File: src/hw/rtl/owtr_pkg.sv
// Shared types and constants for the one-wire temperature reader.
package owtr_pkg;

  localparam int READ_BITS_DEFAULT = 16;

  // Configuration register indexes
  localparam logic [7:0] CFG_SKIP_ROM  = 8'd0;
  localparam logic [7:0] CFG_CONVERT   = 8'd1;
  localparam logic [7:0] CFG_READ      = 8'd2;
  localparam logic [7:0] CFG_CONV_WAIT = 8'd3;

  localparam logic [7:0]  SKIP_ROM_RESET  = 8'd204;
  localparam logic [7:0]  CONVERT_RESET   = 8'd68;
  localparam logic [7:0]  READ_CMD_RESET  = 8'd190;
  localparam logic [19:0] CONV_WAIT_RESET = 20'd750000;

  // Bus timing in microseconds
  localparam logic [19:0] RESET_LOW_US = 20'd480;
  localparam logic [19:0] RESET_REL_US = 20'd240;
  localparam logic [19:0] WSLOT_US     = 20'd61;
  localparam logic [19:0] W0_LOW_US    = 20'd60;
  localparam logic [19:0] W1_LOW_US    = 20'd5;
  localparam logic [19:0] RSLOT_US     = 20'd60;
  localparam logic [19:0] R_LOW_US     = 20'd5;
  localparam logic [19:0] R_SAMPLE_US  = 20'd15;

  localparam int IN_TDATA_W  = 8;
  localparam int OUT_TDATA_W = 40;

  typedef struct packed {
    logic [7:0]  skip_rom_command;
    logic [7:0]  convert_command;
    logic [7:0]  read_command;
    logic [19:0] conversion_wait_us;
  } owtr_cfg_t;

  typedef struct packed {
    logic        drive_low;
    logic        busy_res;
    logic        done_res;
    logic        presence_seen;
    logic [15:0] raw_reading;
    logic        negative;
    logic [11:0] whole_degrees;
  } owtr_result_t;

endpackage

File: src/hw/rtl/owtr_seq.sv
// Bus sequencer: sequence state and its per-item update.
module owtr_seq #(
  parameter int READ_BITS = owtr_pkg::READ_BITS_DEFAULT
) (
  input  logic                  clk,
  input  logic                  rst,
  input  logic                  advance,
  input  logic                  cmd,
  input  logic                  bus_level,
  input  owtr_pkg::owtr_cfg_t   cfg,
  output owtr_pkg::owtr_result_t result
);
  import owtr_pkg::*;

  localparam int BW = $clog2(READ_BITS + 1);

  localparam logic [3:0] PH_IDLE    = 4'd0;
  localparam logic [3:0] PH_R1_LOW  = 4'd1;
  localparam logic [3:0] PH_R1_REL  = 4'd2;
  localparam logic [3:0] PH_W_SKIP1 = 4'd3;
  localparam logic [3:0] PH_W_CONV  = 4'd4;
  localparam logic [3:0] PH_WAIT    = 4'd5;
  localparam logic [3:0] PH_R2_LOW  = 4'd6;
  localparam logic [3:0] PH_R2_REL  = 4'd7;
  localparam logic [3:0] PH_W_SKIP2 = 4'd8;
  localparam logic [3:0] PH_W_READ  = 4'd9;
  localparam logic [3:0] PH_READ    = 4'd10;

  logic [3:0]    phase, phase_next;
  logic [19:0]   slot_timer, slot_timer_next, timer_inc;
  logic [BW-1:0] bit_count, bit_count_next, bit_inc;
  logic [7:0]    tx_shift, tx_shift_next;
  logic [15:0]   rx_shift, rx_shift_next;
  logic          presence_flag, presence_flag_next;
  logic [15:0]   result_word, result_word_next;
  logic          done;
  logic          drive;
  logic [15:0]   magnitude;

  assign timer_inc = slot_timer + 20'd1;
  assign bit_inc   = bit_count + BW'(1);

  always_comb begin
    phase_next         = phase;
    slot_timer_next    = slot_timer;
    bit_count_next     = bit_count;
    tx_shift_next      = tx_shift;
    rx_shift_next      = rx_shift;
    presence_flag_next = presence_flag;
    result_word_next   = result_word;
    done               = 1'b0;
    if (cmd) begin
      if (phase == PH_IDLE) begin
        phase_next      = PH_R1_LOW;
        slot_timer_next = '0;
        bit_count_next  = '0;
        rx_shift_next   = '0;
      end
    end else if (phase != PH_IDLE) begin
      slot_timer_next = timer_inc;
      unique case (phase)
        PH_R1_LOW, PH_R2_LOW: begin
          if (timer_inc >= RESET_LOW_US) begin
            phase_next      = (phase == PH_R1_LOW) ? PH_R1_REL : PH_R2_REL;
            slot_timer_next = '0;
          end
        end
        PH_R1_REL, PH_R2_REL: begin
          if (timer_inc >= RESET_REL_US) begin
            if (phase == PH_R1_REL) begin
              presence_flag_next = ~bus_level;
              phase_next         = PH_W_SKIP1;
            end else begin
              phase_next = PH_W_SKIP2;
            end
            tx_shift_next   = cfg.skip_rom_command;
            bit_count_next  = '0;
            slot_timer_next = '0;
          end
        end
        PH_W_SKIP1, PH_W_CONV, PH_W_SKIP2, PH_W_READ: begin
          if (timer_inc >= WSLOT_US) begin
            tx_shift_next   = {1'b0, tx_shift[7:1]};
            bit_count_next  = bit_inc;
            slot_timer_next = '0;
            if (bit_inc >= BW'(8)) begin
              bit_count_next = '0;
              priority if (phase == PH_W_SKIP1) begin
                phase_next    = PH_W_CONV;
                tx_shift_next = cfg.convert_command;
              end else if (phase == PH_W_SKIP2) begin
                phase_next    = PH_W_READ;
                tx_shift_next = cfg.read_command;
              end else if (phase == PH_W_CONV) begin
                phase_next = PH_WAIT;
              end else begin
                phase_next    = PH_READ;
                rx_shift_next = '0;
              end
            end
          end
        end
        PH_WAIT: begin
          // wait length is read live, so a rewrite applies at once
          if (timer_inc >= cfg.conversion_wait_us) begin
            phase_next      = PH_R2_LOW;
            slot_timer_next = '0;
          end
        end
        PH_READ: begin
          if (timer_inc == R_SAMPLE_US) begin
            rx_shift_next = {bus_level, rx_shift[15:1]};
          end
          if (timer_inc >= RSLOT_US) begin
            bit_count_next  = bit_inc;
            slot_timer_next = '0;
            if (bit_inc >= BW'(READ_BITS)) begin
              result_word_next = rx_shift;
              phase_next       = PH_IDLE;
              bit_count_next   = '0;
              done             = 1'b1;
            end
          end
        end
        default: begin
          phase_next = phase;
        end
      endcase
    end
  end

  always_comb begin
    unique case (phase_next)
      PH_R1_LOW, PH_R2_LOW: drive = 1'b1;
      PH_W_SKIP1, PH_W_CONV, PH_W_SKIP2, PH_W_READ:
        drive = slot_timer_next < (tx_shift_next[0] ? W1_LOW_US : W0_LOW_US);
      PH_READ: drive = slot_timer_next < R_LOW_US;
      default: drive = 1'b0;
    endcase
  end

  assign magnitude = result_word_next[15] ? 16'(-result_word_next) : result_word_next;

  always_comb begin
    result.drive_low     = drive;
    result.busy_res      = phase_next != PH_IDLE;
    result.done_res      = done;
    result.presence_seen = presence_flag_next;
    result.raw_reading   = result_word_next;
    result.negative      = result_word_next[15];
    result.whole_degrees = magnitude[15:4];
  end

  always_ff @(posedge clk) begin
    if (rst) begin
      phase         <= PH_IDLE;
      slot_timer    <= '0;
      bit_count     <= '0;
      tx_shift      <= '0;
      rx_shift      <= '0;
      presence_flag <= 1'b0;
      result_word   <= '0;
    end else if (advance) begin
      phase         <= phase_next;
      slot_timer    <= slot_timer_next;
      bit_count     <= bit_count_next;
      tx_shift      <= tx_shift_next;
      rx_shift      <= rx_shift_next;
      presence_flag <= presence_flag_next;
      result_word   <= result_word_next;
    end
  end

endmodule

File: src/hw/rtl/one_wire_temperature_reader.sv
// One-wire temperature reader: ports, config registers, output register and skid.
// An input transfer's result is registered on the output register, or in the skid.
// Throughput: 1 item per cycle while the skid is empty; each item is one sequencer update.
// A stalled output is parked in a one-entry skid, so input stalls only when both are full.
// Reset (rst, synchronous): sequencer idle, config registers at their defaults,
// output empty; raw reading zero until the first reading, presence until first sampled.
module one_wire_temperature_reader #(
  parameter int READ_BITS = owtr_pkg::READ_BITS_DEFAULT
) (
  input  logic                             clk,
  input  logic                             rst,
  input  logic                             s_axis_tvalid,
  output logic                             s_axis_tready,
  input  logic [owtr_pkg::IN_TDATA_W-1:0]  s_axis_tdata,  // [0] bus_level
  input  logic                             s_axis_tuser,  // [0] cmd
  output logic                             m_axis_tvalid,
  input  logic                             m_axis_tready,
  // [0] drive_low, [1] busy_res, [2] done_res, [3] presence_seen,
  // [19:4] raw_reading, [20] negative, [32:21] whole_degrees
  output logic [owtr_pkg::OUT_TDATA_W-1:0] m_axis_tdata,
  input  logic                             cfg_valid,
  output logic                             cfg_ready,
  input  logic [7:0]                       cfg_index,
  input  logic [19:0]                      cfg_data
);
  import owtr_pkg::*;

  owtr_cfg_t    cfg;
  owtr_result_t seq_result;
  owtr_result_t out_reg, skid_reg;
  logic         out_valid, skid_valid;
  logic         in_xfer;

  assign cfg_ready     = 1'b1;
  assign s_axis_tready = ~skid_valid;
  assign in_xfer       = s_axis_tvalid & s_axis_tready;

  always_ff @(posedge clk) begin
    if (rst) begin
      cfg.skip_rom_command   <= SKIP_ROM_RESET;
      cfg.convert_command    <= CONVERT_RESET;
      cfg.read_command       <= READ_CMD_RESET;
      cfg.conversion_wait_us <= CONV_WAIT_RESET;
    end else if (cfg_valid) begin
      unique case (cfg_index)
        CFG_SKIP_ROM:  cfg.skip_rom_command   <= cfg_data[7:0];
        CFG_CONVERT:   cfg.convert_command    <= cfg_data[7:0];
        CFG_READ:      cfg.read_command       <= cfg_data[7:0];
        CFG_CONV_WAIT: cfg.conversion_wait_us <= cfg_data;
        default:       cfg.skip_rom_command   <= cfg.skip_rom_command;
      endcase
    end
  end

  owtr_seq #(
    .READ_BITS(READ_BITS)
  ) u_seq (
    .clk      (clk),
    .rst      (rst),
    .advance  (in_xfer),
    .cmd      (s_axis_tuser),
    .bus_level(s_axis_tdata[0]),
    .cfg      (cfg),
    .result   (seq_result)
  );

  always_ff @(posedge clk) begin
    if (rst) begin
      out_valid  <= 1'b0;
      skid_valid <= 1'b0;
    end else if (m_axis_tready || !out_valid) begin
      if (skid_valid) begin
        out_valid  <= 1'b1;
        skid_valid <= 1'b0;
      end else begin
        out_valid <= in_xfer;
      end
    end else if (in_xfer) begin
      skid_valid <= 1'b1;
    end
  end

  always_ff @(posedge clk) begin
    if (m_axis_tready || !out_valid) begin
      out_reg <= skid_valid ? skid_reg : seq_result;
    end else if (in_xfer) begin
      skid_reg <= seq_result;
    end
  end

  assign m_axis_tvalid = out_valid;
  assign m_axis_tdata  = {7'd0, out_reg.whole_degrees, out_reg.negative, out_reg.raw_reading,
                          out_reg.presence_seen, out_reg.done_res, out_reg.busy_res,
                          out_reg.drive_low};

endmodule

File: config.mk
export PLATFORM = sky130hd
export DESIGN_NAME = one_wire_temperature_reader
export DESIGN_NICKNAME = d
export VERILOG_FILES = /design/src/hw/rtl/owtr_pkg.sv /design/src/hw/rtl/owtr_seq.sv /design/src/hw/rtl/one_wire_temperature_reader.sv
export SDC_FILE = /design/constraint.sdc
export NUM_CORES = 1
export LEC_CHECK = 0
export ABC_CLOCK_PERIOD_IN_PS = 4700
export BUFFER_PORTS_ARGS = -buffer_cell sky130_fd_sc_hd__buf_4
export CORE_MARGIN = 3
export CORE_UTILIZATION = 55
export DETAILED_ROUTE_END_ITERATION = 8
export GPL_TIMING_DRIVEN = 0
export PLACE_DENSITY = 0.77
export SLEW_MARGIN = 20
export SYNTH_ARGS = -nofsm -noshare
export SYNTH_HDL_FRONTEND = slang
export SYNTH_HIERARCHICAL = 1
export SYNTH_SLANG_ARGS = --single-unit
File: constraint.sdc
create_clock -name clk -period 4.7 [get_ports clk]
set_input_delay 0.235 -clock clk [delete_from_list [all_inputs] [get_ports clk]]
set_output_delay 0.235 -clock clk [all_outputs]
set_load 0.005 [all_outputs]
==> summary.txt, run 1 <==
Routing
  • DRC viols: 0
  • Vias/cell: ~6.1
  • DR iter-0 viols: around 830
  • Antenna viol nets, final: 0
  • WL/cell: approximately 19 um
  • Via count: around 9500
  • DRT Pass-1 Iters: 7
  • Final wirelength: 29500 um

Pwr
  • Power consumption: 3.51 mW
  • Lkg Pwr: ~5.4 nW
  • Worst VDD drop: roughly 0.25 mV
  • Power per cell area: around 270 mW/mm^2

Placement
  • Post-DP HPWL: 20400 um
  • Port bufs: between 60 and 70
  • Final Wtd Congestion: roughly 1

Yosys
  • Mapped Cells: roughly 1100
  • Synthesized area: 0.0106 mm^2
  • EDFF count, synth: 66
  • Syn_area_per_cell: 9.23 um^2
  • Register bit total from synthesis: approximately 180
  • Fraction of registers with async set/reset: 0%
  • Unique masters post-synth: just over 90
  • Top_reg_cell synth: dfxtp_1
  • Register area share after synthesis: 40.6%
  • Syn. warnings: 6

Clocking
  • Clk pin slew, worst setup/hold paths: 0.07 ns
  • Post-CTS Hold Buffers: 0
  • # clock sinks: 182
  • CTS Buf Count: 17
  • H-tree depth: 4
  • Largest buffer count on any clock path: 2
  • Clock latency at the later pin of the worst-skew pair: 0.43 ns
  • CTS tree: built
  • CTS root buf: clkbuf_16

Finish
  • Antenna Cells: 0
  • Max reg flops: between 40 and 50
  • Layout cell share with drive strength beyond 1: between 20% and 30%
  • Final net count: around 1400
  • Layout area overhead: 22.6%
  • Core Util, Final: between 60% and 70%

Timing
  • Count of final setup violators: 2
  • Final period util: 103%
  • Worst slew pin tran: ~0.9 ns
  • Tmin final: about 4.9 ns
  • RSZ-0062 raised after global routing: yes
  • F_max: around 210 MHz
  • Skew final: ~0.014 ns
  • Fin worst setup slack: -0.156 ns
  • Final Hold Vio Count: 0
  • Pins Over Slew Limit: 0
  • Worst slew margin: between 40 and 50%

Critical path
  • Critical path data arrival time: a little over 5 ns
  • CP Data Required Time: 4.88 ns
  • Worst path top cell family by delay: simple AND/OR/NAND/NOR gates
  • FF-to-FF setup slack: -0.16 ns
  • CP cell instances: and4_4 > nand3_4 > or4_4 > nand2_4 > ha_4 > o21ai_4 > a21oi_1 > nor3_2 > o21ai_2 > o31ai_4 > and2_4 > o211ai_1 > nand2_1 > ha_1 > a21o_1 > a21oi_2 > o21ai_2 > a21oi_2 > buf_4 > o211ai_1 > o311ai_2 > mux2_4
  • Crit end category: register
  • Worst stage delay on the critical path: around 0.56 ns
  • Slowest CP cell: or4_4
  • CP Class: register to register
  • Critical Path Fanout Max: 6
  • Crit start category: register
  • CP bufs+invs: 1

Die
  • Initial Util: 56.2%
  • Die Y-Extent: 145 um
  • Area of the core: about 0.019 mm^2
  • Number of I/O pins: 85
  • Horiz. Die Dim: around 140 um
  • # rows: 50
  • Die area: 0.0210 mm^2

Global routing
  • Number of global-route vias before repair: ~9000
  • Largest net degree at the start of global routing: 33
  • Global-route wire length before repair: roughly 45000 um
  • Initial antenna violation count: 0
  • GRT Util Overall: ~27%
  • Total grt overflow: 0

Worst hold path
  • Hold WC Path Type: primary input to register

Status
  • Failing checks: setup timing
  • Outcome: finished with violations

Flow run
  • Max_cap viols: 0
==> repair_timing <==
action / CTS / global route
gates resized for setup: 62 / 50
hold endpoints to repair: 0 / 0
setup buffers: 30 / 19
pin swaps: 28 / 33
endpoints found under the setup margin: 2 / 3
==> layer usage <==
metal	wire, um	global-route usage, %	up-vias
li1	-	-	4465
met1	12300	35.7	4462
met2	13800	42.5	463
met3	2120	5.52	100
met4	1320	13.7	0
met5	0	0	-
==> synth_stat cells (10+ instances only) <==
cell	instances	share of area, %
nand2_1	79	2.8
a22oi_1	23	1.6
buf_4	15	1.1
a21oi_1	57	2.7
mux2_2	34	3.6
nor2_1	135	4.8
and3_1	12	0.71
dfxtp_1	116	22
nand2b_1	45	2.7
inv_1	48	1.7
edfxtp_1	66	19
clkbuf_1	40	1.4
o2111ai_1	20	1.7
nor3_1	32	1.5
buf_2	28	1.3
ha_1	25	3.0
o21ai_0	19	0.90
nand3_1	24	1.1
xnor2_1	28	2.3
nor4_1	10	0.59
o22ai_1	10	0.59
mux2i_1	63	6.0
a211oi_1	32	2.3
==> worst paths after layout <==
check	end	start	cells past startpoint
worst max-delay path	m_axis_tdata[0]	u_seq/slot_timer[11]	22
worst min-delay path	cfg[12]	cfg_data[12]	3
worst max register to register	m_axis_tdata[0]	u_seq/slot_timer[11]	22
worst min register to register	u_seq/rx_shift[0]	u_seq/rx_shift[0]	2
==> worst register-to-register path, stage by stage, from the launching register on <==
cell,delay [ns]
dfxtp_1,0.44
and4_4,0.31
nand3_4,0.12
or4_4,0.57
nand2_4,0.10
ha_4,0.22
o21ai_4,0.20
a21oi_1,0.11
nor3_2,0.30
o21ai_2,0.13
o31ai_4,0.24
and2_4,0.25
o211ai_1,0.17
nand2_1,0.18
ha_1,0.17
a21o_1,0.13
a21oi_2,0.06
o21ai_2,0.08
a21oi_2,0.06
buf_4,0.13
o211ai_1,0.17
o311ai_2,0.17
mux2_4,0.30
==> cells by family (layout without fill, tap and decap cells) <==
logic type / Yosys count / count (layout) / share of synthesized area (%)
other: 2 / 8 / 0.0709
buffers and inverters: 143 / 294 / 6.36
XOR/XNOR: 35 / 35 / 3.17
AO/OA/AOI/OAI: 251 / 251 / 17.0
AND/OR/NAND/NOR: 410 / 410 / 19.9
adder cells (fa/ha/maj): 26 / 26 / 3.05
multiplexers: 98 / 98 / 9.78
flip-flops: 182 / 182 / 40.6
==> cell usage in the layout (no fill, tap or decap), types with 31 or more instances in the layout <==
cell      synthesis  routed
clkbuf_1         40      40
inv_1            48      47
a211oi_1         32      31
dfxtp_1         116     110
edfxtp_1         66      66
mux2_2           34      33
mux2i_1          63      62
nor2_1          135     133
buf_4            15     130
nand2b_1         45      44
nand2_1          79      72
a21oi_1          57      55
==> through the flow <==
step / worst slack [ns] / hold slack (ns) / std cells / setup TNS (ns) / cell area (um^2)
finish: -0.156 / 0.0475 / 1564 / -0.164 / 13000
global placement: -0.957 / 0.455 / 1481 / -25.09 / 11500
floorplan: 0.0530 / 0.387 / 1153 / 0 / 10600
global route: -0.319 / 0.0604 / 1564 / -0.481 / 13000
detailed placement: -1.06 / 0.461 / 1485 / -1.98 / 11500
CTS: -0.0820 / 0.0286 / 1546 / -0.0820 / 12600
==> where the power goes <==
| group | switching [mW] | total [mW] | internal (mW) |
|---|---|---|---|
| registers | 0.0224 | 1.72 | 1.70 |
| logic | 0.220 | 0.389 | 0.169 |
| clock network | 0.687 | 1.40 | 0.716 |
==> final cells by class <==
cell class / count / area, um^2
fillers: 1431 / 5850
flip-flops and latches: 182 / 4320
repair buffers: 121 / 936
well taps: 260 / 325
inverters: 51 / 191
multi-input cells: 828 / 6110
clock buffers: 18 / 429
plain buffers: 90 / 517
clock inverters: 14 / 154
(Power assumes the default switching activity.)
==> inputs of run 2 (changes only) <==
Settings changed: REMOVE_ABC_BUFFERS set to 1.
==> run 2 against run 1 <==
Die area did not move; non-clock buffer count fell by 91; wire length fell by 13%; the run still ends with setup timing left; worst hold slack got worse by 0.0031 ns; largest cell class unchanged; fmax fell by 1.6%; clock-buffer cell count did not move; sequential power barely moved; highest routed layer unchanged; clock skew fell by 0.0044 ns; register-to-register slack got worse by 0.08 ns; core utilization fell by 2.8 points.
==> summary.txt, run 2 (synthesized netlist as in run 1, its figures left out) <==
Die
  • Die area: 0.0210 mm^2 (unchanged)
  • Initial Util: 56.2% (unchanged)
  • Die Y-Extent: 145 um (unchanged)
  • Horiz. Die Dim: 145 um (unchanged)
  • # rows: 50 (unchanged)
  • Number of I/O pins: 85 (unchanged)
  • Area of the core: 0.0188 mm^2 (unchanged)

Placement
  • DP Area: 0.0112 mm^2 (-2.9%)
  • Port bufs: 69 (+1.5%)
  • Cell total after placement: 1399 (-5.8%)
  • Post-DP HPWL: 16400 um (-20%)
  • Final Wtd Congestion: 0.922 (-7.5%)

Finish
  • Layout cell share with drive strength beyond 1: 23.7% (-2.1 points)
  • # fillers: 1517 (+6.0%)
  • Max reg flops: 44 (unchanged)
  • Fin cells: 1473 (-5.8%)
  • Core Util, Final: 66.1% (-2.8 points)
  • Antenna Cells: 0 (unchanged)
  • Final instance area: 0.0125 mm^2 (-4.1%)
  • Layout area overhead: 17.6%
  • Most common cell after layout, fill and taps aside: nor2_1
  • Final net count: 1267 (-6.7%)
  • Most frequent cells in the layout: 131 x nor2_1, 113 x buf_4, 100 x dfxtp_1, 76 x nand2_1, 66 x edfxtp_1

Global routing
  • Number of global-route vias before repair: 8024 (-9.6%)
  • Largest net degree at the start of global routing: 144 (+340%)
  • GRT Util Overall: 23.6% (-3.6 points)
  • Initial antenna violation count: 0 (unchanged)
  • Total grt overflow: 0 (unchanged)
  • Global-route wire length before repair: 40000 um (-12%)

Timing
  • RSZ-0062 raised after global routing: yes
  • Count of final setup violators: 2 (unchanged)
  • Final Hold Vio Count: 0 (unchanged)
  • Fin worst setup slack: -0.235 ns (-0.0789 ns)
  • Skew final: 0.00931 ns (-0.00444 ns)
  • Tmin final: 4.94 ns (+0.0789 ns)
  • Setup TNS: -0.332 ns (-0.168 ns)
  • Pins Over Slew Limit: 0 (unchanged)
  • Worst slew pin tran: 1.10 ns (+0.206 ns)
  • Worst slew margin: 26.4% (-14 points)
  • F_max: 203 MHz (-1.6%)
  • Hold slack: 0.0444 ns (-0.00311 ns)
  • Final period util: 105% (+1.7 points)

Status
  • Failing checks: setup timing
  • Outcome: finished with violations

Clocking
  • H-tree depth: 4 (unchanged)
  • CTS tree: built
  • CTS root buf: clkbuf_16
  • Clk pin slew, worst setup/hold paths: 0.08 ns (about the same)
  • # clock sinks: 182 (unchanged)
  • Clock latency at the later pin of the worst-skew pair: 0.44 ns (about the same)
  • Largest buffer count on any clock path: 2 (unchanged)
  • Post-CTS Hold Buffers: 0 (unchanged)
  • CTS Buf Count: 17 (unchanged)

Critical path
  • Critical Path Fanout Max: 12 (+6)
  • Crit path launch: u_seq/slot_timer[1]
  • Critical path data arrival time: 5.24 ns (+0.20 ns)
  • CP Class: register to register
  • Crit start category: register
  • Crit end category: register
  • CP Data Required Time: 5.01 ns (+0.13 ns)
  • Origin of the critical flop-to-flop path: u_seq/slot_timer[1]

Flow run
  • Max_cap viols: 0 (unchanged)

Pwr
  • Power per cell area: 285 mW/mm^2 (+5.3%)
  • Cell Int Power: 2.62 mW (+1.7%)
  • Clock share of power: 41.2% (+1.2 points)
  • Lkg Pwr: 5.05 nW (-6.4%)
  • Comb pwr share: 10.3% (-0.8 points)
  • Worst VDD drop: 0.263 mV (+6.6%)
  • Switching power: 0.921 mW (-0.94%)
  • Sw frac: 26.0% (-0.52 points)
  • Sequential fraction of design power: 48.5% (-0.4 points)

Worst hold path
  • Min-delay src: cfg_data[8]
  • Hold WC Path Type: primary input to register

Routing
  • WL/cell: 17.4 um (-7.6%)
  • DRT Pass-1 Iters: 6 (-1)
  • Via count: 8943 (-5.8%)
  • DRC viols: 0 (unchanged)
  • Final wirelength: 25700 um (-13%)
  • Vias/cell: 6.07 (about the same)
  • Antenna viol nets, final: 0 (unchanged)
  • DR iter-0 viols: 893 (+7.3%)
run 2: cell types whose count changed in the layout (fill, tap and decap cells not counted), moves of 3 or more:
cell / change
buf_2: -18
xnor2_1: +4
buf_16: +4
dfxtp_1: -10
dfxtp_4: +12
xnor2_2: -3
buf_6: -14
nand2_1: +4
buf_1: -3
and4_4: +3
nand2_4: -3
and4_1: -3
clkbuf_1: -39
buf_4: -17
run 2: worst paths after layout:
check                    end  slack, ns  depth (start not counted)
min                   cfg[8]       0.04                          3
max reg2reg  m_axis_tdata[0]      -0.24                         17
max          m_axis_tdata[0]      -0.24                         17
min reg2reg           cfg[9]       0.48                          2
run 2: per-stage QoR:
step	power (mW)	setup slack, ns
after floorplan	1.94	-0.461
after global placement	2.09	-1.68
after detailed placement	2.11	-1.68
after CTS	3.56	0.0358
after global routing	3.68	-0.431
final	3.55	-0.235
run 2: critical path: stages (launching register included):
cell	delay, ns
dfxtp_4	0.38
ha_4	0.17
buf_4	0.17
nand4_1	0.14
nor2_2	0.09
o31ai_1	0.83
nand3_1	0.27
nor3_1	0.60
a221oi_1	0.19
o22ai_2	0.44
ha_4	0.29
a21o_1	0.16
a21oi_2	0.16
o21ai_2	0.10
a2111oi_2	0.35
a21oi_1	0.11
o311ai_2	0.12
mux2_4	0.21
run 2: routing by layer:
metal / GRT usage, % / vias up / wire length, um
met2: 37.4 / 375 / 12300
met3: 4.50 / 68 / 1660
met4: 8.93 / 0 / 699
li1: - / 4285 / -
met1: 32.0 / 4215 / 11000
met5: 0 / - / 0
run 2: cell type report:
| type | instances | area (um^2) | share of cell area [%] |
|---|---|---|---|
| Inverter | 51 | 195 | 1.57 |
| Timing Repair Buffer | 120 | 990 | 7.95 |
| Clock buffer | 18 | 429 | 3.45 |
| Multi-Input combinational cell | 828 | 5970 | 48.0 |
| Sequential cell | 182 | 4360 | 35.0 |
| Tap cell | 260 | 325 | 2.61 |
| Clock inverter | 14 | 181 | 1.46 |
run 2: power groups by stage:
stage	Combinational [mW]	Clock (mW)	Sequential [mW]
3_5_place_dp	0.342	0	1.76
5_1_grt	0.404	1.55	1.73
4_1_cts	0.356	1.49	1.72
6_report	0.366	1.46	1.72
3_3_place_gp	0.321	0	1.76
2_1_floorplan	0.178	0	1.76
run 2: repair_timing:
item	4_1_cts	5_1_grt
gates resized for setup	63	26
setup buffers	25	17
pin swaps	14	23
endpoints found under the setup margin	26	2
